===== config.mk =====
export PLATFORM = sky130hd
export DESIGN_NAME = percent_escape_charset_decoder_core
export DESIGN_NICKNAME = d
export VERILOG_FILES = /design/src/hdl/pcd_pkg.sv /design/src/hdl/pcd_step.sv /design/src/hdl/percent_escape_charset_decoder_core.sv
export VERILOG_INCLUDE_DIRS = /design/src /design/src/hdl
export SDC_FILE = /design/constraint.sdc
export NUM_CORES = 1
export LEC_CHECK = 0
export BUFFER_PORTS_ARGS = -buffer_cell sky130_fd_sc_hd__buf_2
export CORE_MARGIN = 8
export CORE_UTILIZATION = 50
export CTS_CLUSTER_DIAMETER = 200
export DETAILED_ROUTE_END_ITERATION = 8
export PLACE_DENSITY = 0.68
export SLEW_MARGIN = 20
export SYNTH_ARGS = -nofsm -noshare
export SYNTH_HDL_FRONTEND = slang
export SYNTH_SLANG_ARGS = --single-unit

===== constraint.sdc =====
create_clock -name clk -period 11.5 [get_ports clk]
set_clock_uncertainty 0.05 [all_clocks]
set_input_delay 0.575 -clock clk [delete_from_list [all_inputs] [get_ports clk]]
set_output_delay 0.575 -clock clk [all_outputs]
set_load 0.01 [all_outputs]

===== src/hdl/assert_macros.svh =====
// assertion macros shared by the decoder rtl
// expects clk and rst_n in the scope of each use
`ifndef ASSERT_MACROS_SVH
`define ASSERT_MACROS_SVH

// same-cycle implication
`define PCD_ASSERT_NOW(label, ante, cons, msg) \
    label: assert property (@(posedge clk) disable iff (!rst_n) (ante) |-> (cons)) \
        else $error(msg);

// implication checked in the cycle after the antecedent
`define PCD_ASSERT_NEXT(label, ante, cons, msg) \
    label: assert property (@(posedge clk) disable iff (!rst_n) (ante) |=> (cons)) \
        else $error(msg);

`endif


===== src/hdl/pcd_pkg.sv =====
// types, constants and helper functions of the percent-escape decoder
// no dependencies; used by pcd_step and percent_escape_charset_decoder_core
`default_nettype none

package pcd_pkg;

    // string and output limits of the decoder
    localparam int unsigned MAX_STRING_LEN = 65536;
    localparam int unsigned MAX_OUT_BYTES  = 65536;

    localparam int unsigned LEFT_CLAMP = (MAX_STRING_LEN - 1 > 65535) ? 65535 :
                                         (MAX_STRING_LEN - 1);
    localparam int unsigned CAP_CLAMP  = (MAX_OUT_BYTES > 65535) ? 65535 : MAX_OUT_BYTES;
    localparam logic [15:0] LEFT_LIMIT = 16'(LEFT_CLAMP);
    localparam logic [15:0] CAP_LIMIT  = 16'(CAP_CLAMP);

    localparam logic [7:0] CHAR_PERCENT = 8'h25;

    // configuration register indexes
    localparam logic CFG_GBK_SEL      = 1'b0;
    localparam logic CFG_OUT_CAPACITY = 1'b1;

    typedef enum logic [2:0] {
        PH_IDLE  = 3'd0,
        PH_HEX1  = 3'd1,
        PH_HEX2  = 3'd2,
        PH_PCT   = 3'd3,
        PH_CHEX1 = 3'd4,
        PH_CHEX2 = 3'd5
    } phase_t;

    typedef enum logic [2:0] {
        ST_OK        = 3'd0,
        ST_TRUNC     = 3'd1,
        ST_SHORT     = 3'd2,
        ST_NON_ASCII = 3'd3,
        ST_BAD_CODE  = 3'd4,
        ST_BAD_LEAD  = 3'd5,
        ST_FULL      = 3'd6
    } status_t;

    typedef struct packed {
        logic [15:0] count;
        status_t     status;
        logic        done;
        logic        has_byte;
        logic [7:0]  data;
    } pcd_result_t;

    typedef struct packed {
        phase_t      phase;
        logic [3:0]  high_nibble;
        logic [7:0]  first_gbk_byte;
        logic [2:0]  cont_left;
        logic [15:0] out_count;
        logic        discarding;
    } pcd_state_t;

    typedef struct packed {
        pcd_result_t res0;
        pcd_result_t res1;
        logic [1:0]  n_res;
        logic        fin;
        pcd_state_t  next;
    } pcd_step_t;

    localparam pcd_state_t STATE_CLEAR = '{
        phase: PH_IDLE, high_nibble: 4'd0, first_gbk_byte: 8'd0,
        cont_left: 3'd0, out_count: 16'd0, discarding: 1'b0
    };

    // bit 4 set means not a hex digit
    function automatic logic [4:0] hex_value(input logic [7:0] c);
        logic [4:0] v;
        v = 5'd16;
        if (c >= 8'h30 && c <= 8'h39)
        begin
            v = {1'b0, c[3:0]};
        end
        else if ((c >= 8'h61 && c <= 8'h66) || (c >= 8'h41 && c <= 8'h46))
        begin
            v = {1'b0, 4'(c[3:0] + 4'd9)};
        end
        return v;
    endfunction

    function automatic logic gbk_pair_ok(input logic [7:0] b0, input logic [7:0] b1);
        logic ok;
        ok = (b0 >= 8'hB0 && b0 <= 8'hF7 && b1 >= 8'hA1 && b1 <= 8'hFE)
          || (b0 >= 8'h81 && b0 <= 8'hA0 && b1 >= 8'h40 && b1 <= 8'hFE)
          || (b0 >= 8'hAA && b0 <= 8'hFE && b1 >= 8'h40 && b1 <= 8'hA0)
          || (b0 >= 8'hA1 && b0 <= 8'hA9 && b1 >= 8'hA1 && b1 <= 8'hFE)
          || (b0 >= 8'hA8 && b0 <= 8'hA9 && b1 >= 8'h40 && b1 <= 8'hA0);
        return ok;
    endfunction

    // {bad lead, number of continuation escapes}
    function automatic logic [3:0] utf8_follow(input logic [7:0] b);
        logic [3:0] r;
        if (!b[7])                      r = {1'b0, 3'd0};
        else if ((b & 8'hE0) == 8'hC0)  r = {1'b0, 3'd1};
        else if ((b & 8'hF0) == 8'hE0)  r = {1'b0, 3'd2};
        else if ((b & 8'hF8) == 8'hF0)  r = {1'b0, 3'd3};
        else if ((b & 8'hFC) == 8'hF8)  r = {1'b0, 3'd4};
        else if ((b & 8'hFE) == 8'hFC)  r = {1'b0, 3'd5};
        else                            r = {1'b1, 3'd0};
        return r;
    endfunction

endpackage

`default_nettype wire


===== src/hdl/pcd_step.sv =====
// per-character decode step: next decoder state and up to two result words
// depends on pcd_pkg
`default_nettype none

module pcd_step
    import pcd_pkg::*;
(
    input  wire pcd_state_t  st,
    input  wire logic [7:0]  in_char,
    input  wire logic [15:0] chars_left,
    input  wire logic        gbk_sel,
    input  wire logic [15:0] out_capacity,
    output pcd_step_t        step
);

    logic        last;
    logic        gbk;
    logic [15:0] left;
    logic [15:0] cap;
    logic [4:0]  hv;
    logic [7:0]  b;
    logic [3:0]  lead;
    logic [3:0]  need3;
    logic [15:0] room;

    logic [1:0]  e_cnt;
    logic [7:0]  b0;
    logic [7:0]  b1;
    logic        fin;
    status_t     fin_st;
    pcd_state_t  nx;

    assign last  = (chars_left == 16'd0);
    assign gbk   = gbk_sel;
    assign left  = (chars_left > LEFT_LIMIT) ? LEFT_LIMIT : chars_left;
    assign cap   = (out_capacity > CAP_LIMIT) ? CAP_LIMIT : out_capacity;
    assign hv    = hex_value(in_char);
    assign b     = {st.high_nibble, hv[3:0]};
    assign lead  = utf8_follow(b);
    assign need3 = {1'b0, lead[2:0]} + {lead[2:0], 1'b0};
    // the lead has been counted already, so this never goes negative
    assign room  = cap - 16'(st.out_count + 16'd1);

    // decision and next state
    always_comb
    begin
        e_cnt  = 2'd0;
        b0     = 8'd0;
        b1     = 8'd0;
        fin    = 1'b0;
        fin_st = ST_OK;
        nx     = st;

        if (st.discarding)
        begin
            if (last)
            begin
                nx = STATE_CLEAR;
            end
        end
        else
        begin
            unique case (st.phase)
                PH_IDLE:
                begin
                    if (in_char[7])
                    begin
                        fin = 1'b1; fin_st = ST_NON_ASCII;
                    end
                    else if (in_char == CHAR_PERCENT)
                    begin
                        if (left < 16'd2)
                        begin
                            fin = 1'b1; fin_st = ST_SHORT;
                        end
                        else
                        begin
                            nx.phase = PH_HEX1;
                        end
                    end
                    else if (st.out_count >= cap)
                    begin
                        fin = 1'b1; fin_st = gbk ? ST_FULL : ST_TRUNC;
                    end
                    else
                    begin
                        e_cnt = 2'd1; b0 = in_char;
                    end
                end
                PH_HEX1, PH_CHEX1:
                begin
                    if (hv[4])
                    begin
                        fin = 1'b1; fin_st = ST_BAD_CODE;
                    end
                    else
                    begin
                        nx.high_nibble = hv[3:0];
                        nx.phase = (st.phase == PH_HEX1) ? PH_HEX2 : PH_CHEX2;
                    end
                end
                PH_HEX2:
                begin
                    if (hv[4])
                    begin
                        fin = 1'b1; fin_st = ST_BAD_CODE;
                    end
                    else if (gbk)
                    begin
                        if (b[7])
                        begin
                            if (left < 16'd3)
                            begin
                                fin = 1'b1; fin_st = ST_SHORT;
                            end
                            else
                            begin
                                nx.first_gbk_byte = b;
                                nx.cont_left = 3'd1;
                                nx.phase = PH_PCT;
                            end
                        end
                        else if (st.out_count >= cap)
                        begin
                            fin = 1'b1; fin_st = ST_FULL;
                        end
                        else
                        begin
                            e_cnt = 2'd1; b0 = b;
                            nx.phase = PH_IDLE;
                        end
                    end
                    else if (lead[3])
                    begin
                        fin = 1'b1; fin_st = ST_BAD_LEAD;
                    end
                    else if (st.out_count >= cap)
                    begin
                        fin = 1'b1; fin_st = ST_TRUNC;
                    end
                    else
                    begin
                        // the lead goes out even if its continuations fail the checks
                        e_cnt = 2'd1; b0 = b;
                        nx.phase = PH_IDLE;
                        if (lead[2:0] != 3'd0)
                        begin
                            if (left < {12'd0, need3})
                            begin
                                fin = 1'b1; fin_st = ST_SHORT;
                            end
                            else if ({13'd0, lead[2:0]} > room)
                            begin
                                fin = 1'b1; fin_st = ST_SHORT;
                            end
                            else
                            begin
                                nx.cont_left = lead[2:0];
                                nx.phase = PH_PCT;
                            end
                        end
                    end
                end
                PH_PCT:
                begin
                    if (in_char != CHAR_PERCENT)
                    begin
                        fin = 1'b1; fin_st = ST_BAD_CODE;
                    end
                    else
                    begin
                        nx.phase = PH_CHEX1;
                    end
                end
                default:
                begin
                    if (hv[4])
                    begin
                        fin = 1'b1; fin_st = ST_BAD_CODE;
                    end
                    else if (gbk)
                    begin
                        if (!gbk_pair_ok(st.first_gbk_byte, b))
                        begin
                            fin = 1'b1; fin_st = ST_BAD_CODE;
                        end
                        else if (({1'b0, st.out_count} + 17'd2) >= {1'b0, cap})
                        begin
                            fin = 1'b1; fin_st = ST_FULL;
                        end
                        else
                        begin
                            e_cnt = 2'd2; b0 = st.first_gbk_byte; b1 = b;
                            nx.cont_left = 3'd0;
                            nx.phase = PH_IDLE;
                        end
                    end
                    else if (st.out_count >= cap)
                    begin
                        fin = 1'b1; fin_st = ST_SHORT;
                    end
                    else
                    begin
                        e_cnt = 2'd1; b0 = b;
                        nx.cont_left = st.cont_left - 3'd1;
                        nx.phase = (st.cont_left == 3'd1) ? PH_IDLE : PH_PCT;
                    end
                end
            endcase

            // end of string closes the run, short if an escape is still open
            if (!fin && last)
            begin
                fin = 1'b1;
                fin_st = (nx.phase == PH_IDLE) ? ST_OK : ST_SHORT;
            end

            if (fin)
            begin
                nx = STATE_CLEAR;
                nx.discarding = !last;
            end
            else
            begin
                nx.out_count = st.out_count + {14'd0, e_cnt};
            end
        end
    end

    // result words
    always_comb
    begin
        step.next = nx;
        step.fin  = fin && !st.discarding;

        step.res0.data     = (e_cnt != 2'd0) ? b0 : 8'd0;
        step.res0.has_byte = (e_cnt != 2'd0);
        step.res0.count    = st.out_count + ((e_cnt != 2'd0) ? 16'd1 : 16'd0);
        step.res0.done     = fin && (e_cnt != 2'd2);
        step.res0.status   = (fin && (e_cnt != 2'd2)) ? fin_st : ST_OK;

        step.res1.data     = b1;
        step.res1.has_byte = 1'b1;
        step.res1.count    = st.out_count + 16'd2;
        step.res1.done     = fin && (e_cnt == 2'd2);
        step.res1.status   = (fin && (e_cnt == 2'd2)) ? fin_st : ST_OK;

        if (st.discarding)
        begin
            step.n_res = 2'd0;
        end
        else if (e_cnt != 2'd0)
        begin
            step.n_res = e_cnt;
        end
        else
        begin
            step.n_res = {1'b0, fin};
        end
    end

endmodule

`default_nettype wire


===== src/hdl/percent_escape_charset_decoder_core.sv =====
// top level of the percent-escape decoder with utf-8 / gbk checking
// depends on pcd_pkg, pcd_step and assert_macros.svh
//
// usage
//  - input stream s_*: one word per character, in_char and the count of
//    characters still to come (0 on the last one of a string)
//  - output stream m_*: decoded bytes (m_tuser high) and one final word per
//    string with m_tlast high, carrying status and decoded count
//  - cfg_we/cfg_index/cfg_wdata write the charset select (0, 1 for gbk) or
//    out_capacity (1); writes are registered, and the user must make writes
//    only while the block is idle; the block itself does not enforce it
//  - the result words of a taken character are written into the result queue,
//    whose head word drives m_*
//  - throughput: one character per cycle while s_tready is high; a character
//    yields up to two result words, the output side drains one word per cycle
//    while m_tready is high, so a gbk pair occupies the output for two words
//  - a four-word result queue sits between the decode step and m_*;
//    s_tready is high while at most two words wait in the queue, so a
//    stalled receiver drops s_tready once three or four words are waiting
//  - reset clears the decoder state, empties the queue and selects utf-8
//    with out_capacity 65535
//  - after an error the rest of the string is consumed with no results
`default_nettype none

`include "assert_macros.svh"

module percent_escape_charset_decoder_core
    import pcd_pkg::*;
(
    input  wire logic        clk,
    input  wire logic        rst_n,
    // input words
    input  wire logic        s_tvalid,
    output logic             s_tready,
    input  wire logic [23:0] s_tdata,   // in_char[7:0], chars_left[23:8]
    // result words
    output logic             m_tvalid,
    input  wire logic        m_tready,
    output logic [31:0]      m_tdata,   // out_byte[7:0], status[10:8], decoded_count[26:11]
    output logic             m_tlast,   // done_res
    output logic             m_tuser,   // has_byte
    // configuration writes
    input  wire logic        cfg_we,
    input  wire logic        cfg_index,
    input  wire logic [15:0] cfg_wdata
);

    localparam int unsigned QDEPTH = 4;
    localparam int unsigned QAW    = $clog2(QDEPTH);

    logic             gbk_sel_reg;
    logic [15:0]      out_capacity_reg;

    pcd_state_t       state_reg;
    pcd_state_t       state_next;

    // result queue, payload only
    pcd_result_t      queue_reg [QDEPTH];
    logic [QAW-1:0]   wr_ptr_reg;
    logic [QAW-1:0]   wr_ptr_next;
    logic [QAW-1:0]   rd_ptr_reg;
    logic [QAW-1:0]   rd_ptr_next;
    logic [QAW:0]     fill_reg;
    logic [QAW:0]     fill_next;

    pcd_step_t        step;
    pcd_result_t      head;
    logic             s_accept;
    logic             m_accept;
    logic [1:0]       push_n;

    pcd_step u_step (
        .st           (state_reg),
        .in_char      (s_tdata[7:0]),
        .chars_left   (s_tdata[23:8]),
        .gbk_sel      (gbk_sel_reg),
        .out_capacity (out_capacity_reg),
        .step         (step)
    );

    // handshakes; room for two words keeps a gbk pair from overrunning
    assign s_tready = (fill_reg <= (QAW+1)'(QDEPTH - 2));
    assign s_accept = s_tvalid && s_tready;
    assign m_tvalid = (fill_reg != '0);
    assign m_accept = m_tvalid && m_tready;
    assign push_n   = s_accept ? step.n_res : 2'd0;

    assign head    = queue_reg[rd_ptr_reg];
    assign m_tdata = {5'd0, head.count, head.status, head.data};
    assign m_tlast = head.done;
    assign m_tuser = head.has_byte;

    // configuration registers
    always_ff @(posedge clk or negedge rst_n)
    begin
        if (!rst_n)
        begin
            gbk_sel_reg      <= 1'b0;
            out_capacity_reg <= 16'hFFFF;
        end
        else if (cfg_we)
        begin
            unique case (cfg_index)
                CFG_GBK_SEL:      gbk_sel_reg      <= cfg_wdata[0];
                CFG_OUT_CAPACITY: out_capacity_reg <= cfg_wdata;
                default:          gbk_sel_reg      <= gbk_sel_reg;
            endcase
        end
    end

    // decoder state advances only on a taken character
    assign state_next = s_accept ? step.next : state_reg;

    always_ff @(posedge clk or negedge rst_n)
    begin
        if (!rst_n)
        begin
            state_reg <= STATE_CLEAR;
        end
        else
        begin
            state_reg <= state_next;
        end
    end

    // queue pointers and fill level
    always_comb
    begin
        wr_ptr_next = wr_ptr_reg + QAW'(push_n);
        rd_ptr_next = rd_ptr_reg + QAW'(m_accept);
        fill_next   = fill_reg + (QAW+1)'(push_n) - (QAW+1)'(m_accept);
    end

    always_ff @(posedge clk or negedge rst_n)
    begin
        if (!rst_n)
        begin
            wr_ptr_reg <= '0;
            rd_ptr_reg <= '0;
            fill_reg   <= '0;
        end
        else
        begin
            wr_ptr_reg <= wr_ptr_next;
            rd_ptr_reg <= rd_ptr_next;
            fill_reg   <= fill_next;
        end
    end

    always_ff @(posedge clk)
    begin
        if (push_n != 2'd0)
        begin
            queue_reg[wr_ptr_reg] <= step.res0;
        end
        if (push_n == 2'd2)
        begin
            queue_reg[QAW'(wr_ptr_reg + QAW'(1))] <= step.res1;
        end
    end

    // checks
    `PCD_ASSERT_NOW(a_no_overflow, s_accept,
        (fill_reg + (QAW+1)'(push_n)) <= (QAW+1)'(QDEPTH), "result queue overflow")
    `PCD_ASSERT_NOW(a_quiet_discard, s_accept && state_reg.discarding,
        push_n == 2'd0, "result produced while dropping a string")
    `PCD_ASSERT_NEXT(a_fin_clears, s_accept && step.fin,
        state_reg.out_count == 16'd0 && state_reg.phase == PH_IDLE,
        "string state not cleared after final word")

endmodule

`default_nettype wire

After elaboration in Yosys (flattened, before gate mapping)
Memory sizes are Yosys's and may differ from the RTL's. Index checks and enable logic that the tools add are counted.

Bits in registers: 59. Bits in writable memories: 116. Bits of input ports: 46. Output and inout bits: 36. Word-level logic and storage cells: 287. Memories kept: 1.

Memory list: queue_reg (words 4, bits a word 29, read ports 1, clocked after Yosys merged registers in 0, wr ports 2, RTL line percent_escape_charset_decoder_core.sv:58) `pcd_result_t queue_reg [QDEPTH];`.

Add/sub/neg operators: 14. Magnitude comparators: 28. Equal/unequal tests: 28. Muxes and demuxes: 153. Bitwise operators: 1. Reductions and logical operators: 51.

Operators by type and width (number): $mux W8 (21); $mux W3 (53); $mux W35 (2); $ge A8 B8 Y1 const B (6); $le A8 B8 Y1 const B (6); $mux W16 (3); $mux W2 (22); $mux W11 (3); $gt A16 B16 Y1 const B (2); $lt A16 B2 Y1 const B (2); $mux W1 (30); $mux W4 (7); $ne A5 B5 Y1 const B (5); $ge A8 B7 Y1 const B (3); $pmux W3 S4 (2); $pmux W8 S3 (1); $logic_and A1 B1 Y1 (23); $mux W7 (3); $mux W18 (1); $reduce_bool A3 Y1 (6); $add A16 B2 Y17 const B (1); $ge A17 B16 Y1 (1); $add A16 B1 Y16 const B (1); $add A16 B16 Y16 (1); other kinds (54) (70).

Depth between registers and ports, before layout
Depth after elaboration: 33. Mapped depth: 27.

Cells and area by module
From an unflattened synthesis, not the netlist that was laid out.

Cells, all modules: 1237. Area, all modules: 13103.8 µm².

By module, submodules not included: percent_escape_charset_decoder_core (instances 1, cells each 445, area each 8194.1 µm²); pcd_step (instances 1, cells each 792, area each 4909.7 µm²).

Worst setup path after synthesis
OpenSTA, ideal clock, no wires.

Kind: register to register. Start: reg state_reg[2] (netlist bit). End: mem queue_reg[0][23] (netlist bit) (data pin). Arrival time: 5.677 ns. Slack: 5.518 ns. Stages on the path, launching flop included: 28. Buffers on the path: 4. Cells stage by stage: dfrtp_1 > ha_1 > clkbuf_1 > and3_1 > clkbuf_1 > nand3_1 > nor4_1 > and3_1 > clkbuf_1 > nand3_1 > xnor2_1 > ha_1 > nand2_1 > nor3_1 > a41oi_1 > and3_1 > o2111a_1 > buf_2 > o21ai_0 > inv_1 > ha_1 > ha_1 > nand3_1 > or2_2 > nor2_1 > xnor2_1 > nand2_1 > and3_1.

RTL lines: start, declared (RTL line percent_escape_charset_decoder_core.sv:54) `pcd_state_t state_reg;`; start signal, assigned (RTL line percent_escape_charset_decoder_core.sv:122) `state_reg <= state_next;`; end, declared (RTL line percent_escape_charset_decoder_core.sv:58).

==> impl_metrics.tcl <==
set metrics [dict create \
    fin_nets 1423 \
    final_common_cell "nor2_1" \
    status "complete, no violations" \
    grt_pass1_wl_um 57300 \
    cp.arrival_ps 7520 \
    synth_cell_type_count 97 \
    clock_power_share_pct 27.4 \
    clk_pin_slew_ps 80 \
    synth_top_area_cell "edfxtp_1" \
    internal_power_uw 1340 \
    cp.required_ps 11650 \
    hold_path.class "in2async" \
    synthTopCellsByArea "edfxtp_1 28%, dfrtp_1 8.8%, ha_1 6.9%" \
    avgRoutedWirePerCell_um 21.8 \
    period_needed_ps 7370 \
    cp_max_fo 14 \
    start_util_pct 50.6 \
    area_growth_pct 9.82 \
    wl_um 35800 \
    largest_register_ffs 116 \
    synthArstFlopShare_pct 33.7 \
    cp-end-kind "flop" \
    synth_seq_cells 175 \
    vdd_drop_max_v 0.0000990 \
    ys.flop_type "edfxtp_1" \
    drtIter0Drc 1285 \
    seqCellArea_um2 4940 \
    pre_cts_ws_ps 4360 \
    worstMarginPinSlew_ps 962 \
    fin_ws_ps 4130 \
    pwr-share-comb_pct 34.9 \
    cts_post_setup_buffers_inserted 0 \
    dieWidth_um 172 \
    slew_headroom_pct 35.7 \
    die_y_um 172 \
    drt_first_pass_iters 5 \
    gp_congestion 0.927 \
    portBuffers 76 \
    drv_slew 0 \
    htreeDepth 4 \
    gr-total-overflow 0 \
    synth-edff-count 112 \
    viasPerCell 6.34 \
    drv_cap 0 \
    drc 0 \
    tritoncts "done" \
    setup_tns_ps 0 \
    rsz0062_at_grt "no" \
    cp-start-kind "flop" \
    worstSetupPathType "reg2reg" \
    dieArea_um2 29700 \
    hold_viol 0 \
    clk_path_buf_depth 2 \
    cts_buffers 17 \
    multiInputGateArea_um2 6670 \
    power_density_nw_per_um2 161 \
    ys_warn_count 0 \
    place_hpwl_um 26500 \
    switching_power_uw 825 \
    io_pins 82 \
    syn_area_um2 12200 \
    clk_root_buffer_cell "clkbuf_16" \
    synth_area_per_cell_um2 9.67 \
    grt_use_total_pct 24.8 \
    vias 10400 \
    drive_gt1_share_pct 16.7 \
    power.share.switching_pct 38.1 \
    cts_hold_buf 0 \
    grt_max_degree 60 \
    ctsResizeCount 0 \
    period_share_pct 64.1 \
    rows 57 \
    seq_area_frac_synth_pct 40.4 \
    cts_num_sinks 175 \
    clock_latency_ps 450 \
    p_leak_uw 0.00515 \
    antenna-diode-count 0 \
    layout_common_cells "117 x nor2_1, 112 x edfxtp_1, 105 x nand2_1, 86 x inv_1, 84 x a21oi_1" \
    p_seq_share_pct 37.7 \
    antenna_found_initial 0 \
    synth_top_area_share_pct 27.5 \
    nFillCells 2148 \
    grt_pass1_vias 10100 \
    drtAntennaViolNets 0 \
    synthCells 1264 \
    max_freq_mhz 136 \
    core_um2 24200 \
    setup_viol 0 \
]
==> stage by stage <==
| step | total power, uW | hold slack [ps] | cells | util (%) | area [um^2] |
|---|---|---|---|---|---|
| after floorplan | 1340 | 229 | 1268 | - | 12200 |
| after global placement | 1560 | 392 | 1611 | 53.0 | 12800 |
| after detailed placement | 1570 | 399 | 1611 | 53.0 | 12800 |
| after CTS | 2150 | 284 | 1643 | 55.5 | 13400 |
| after global routing | 2280 | 304 | 1644 | 55.5 | 13400 |
| final | 2160 | 223 | 1644 | 55.5 | 13400 |
==> power groups by stage <==
stage	clock network (uW)	logic, uW	registers (uW)
CTS	594	725	833
finish	592	754	816
detailed placement	0	721	847
floorplan	0	579	766
global route	622	838	825
global placement	0	715	844
==> per-layer routing <==
layer,vias up,track usage [%],wire length (um)
met1,5023,35.9,15900
met2,545,37.9,16200
met5,-,0,0
met4,0,8.13,777
met3,57,3.20,3020
li1,4802,-,-
==> final cells by class <==
class | count | share of cell area, %
multi-input cells | 935 | 49.7
flip-flops and latches | 175 | 36.8
repair buffers | 87 | 3.54
clock buffers | 18 | 3.20
well taps | 324 | 3.02
inverters | 91 | 2.54
clock inverters | 14 | 1.23
==> path summary, 6_finish.rpt <==
| path | from | end | slack, ps | depth (start not counted) |
|---|---|---|---|---|
| worst max-delay path | state_reg[2]$_DFFE_PN0P_ | queue_reg[0][25]$_DFFE_PP_ | 4130 | 23 |
| worst min-delay path | rst_n | state_reg[21]$_DFFE_PN0P_ | 220 | 2 |
| worst max register to register | state_reg[2]$_DFFE_PN0P_ | queue_reg[0][25]$_DFFE_PP_ | 4130 | 23 |
| worst min register to register | queue_reg[3][8]$_SDFFE_PP1N_ | queue_reg[3][8]$_SDFFE_PP1N_ | 420 | 1 |
| max in group asynchronous | rst_n | rd_ptr_reg[0]$_DFF_PN0_ | 10560 | 2 |
| min in group clk | cfg_wdata[12] | out_capacity_reg[12]$_DFFE_PN1P_ | 310 | 2 |
==> synthesized netlist by cell type (all sizes together) (16+ instances only) <==
| library cell | count |
|---|---|
| clkbuf | 52 |
| nor3 | 30 |
| dfstp | 16 |
| nand3 | 30 |
| mux4 | 29 |
| nor2 | 118 |
| and3 | 21 |
| inv | 90 |
| ha | 67 |
| xnor2 | 45 |
| dfrtp | 43 |
| o22ai | 46 |
| edfxtp | 112 |
| nand2 | 105 |
| a21oi | 87 |
| nand2b | 16 |
| mux2 | 20 |
| o21ai | 62 |
==> critical path, cell delays in order, from the launching register on <==
cell and delay, ps:
dfrtp_1 580, ha_1 370, and3_1 320, nand3_1 240, nor4_1 770, and3_1 430, nand3_1 210, xnor2_1 200
ha_1 310, nand2_1 70, nor3_1 50, a41oi_1 210, and3_1 300, o2111a_1 510, o21ai_0 320, inv_1 260
ha_1 490, ha_1 310, nand3_1 150, or2_2 360, nor2_1 130, xnor2_1 220, nand2_1 90, and3_1 190
==> cell families (layout without fill, tap and decap cells) <==
| family | count (synthesis) | after routing | synth area share, % |
|---|---|---|---|
| buf+inv | 158 | 210 | 5.17 |
| other cells | 1 | 5 | 0.0307 |
| xor+xnor | 54 | 54 | 3.87 |
| mux | 51 | 51 | 7.38 |
| fa+ha+maj | 70 | 70 | 7.35 |
| flops | 175 | 175 | 40.4 |
| simple gates | 411 | 411 | 16.4 |
| compound gates | 344 | 344 | 19.4 |
(Power assumes the default switching activity.)
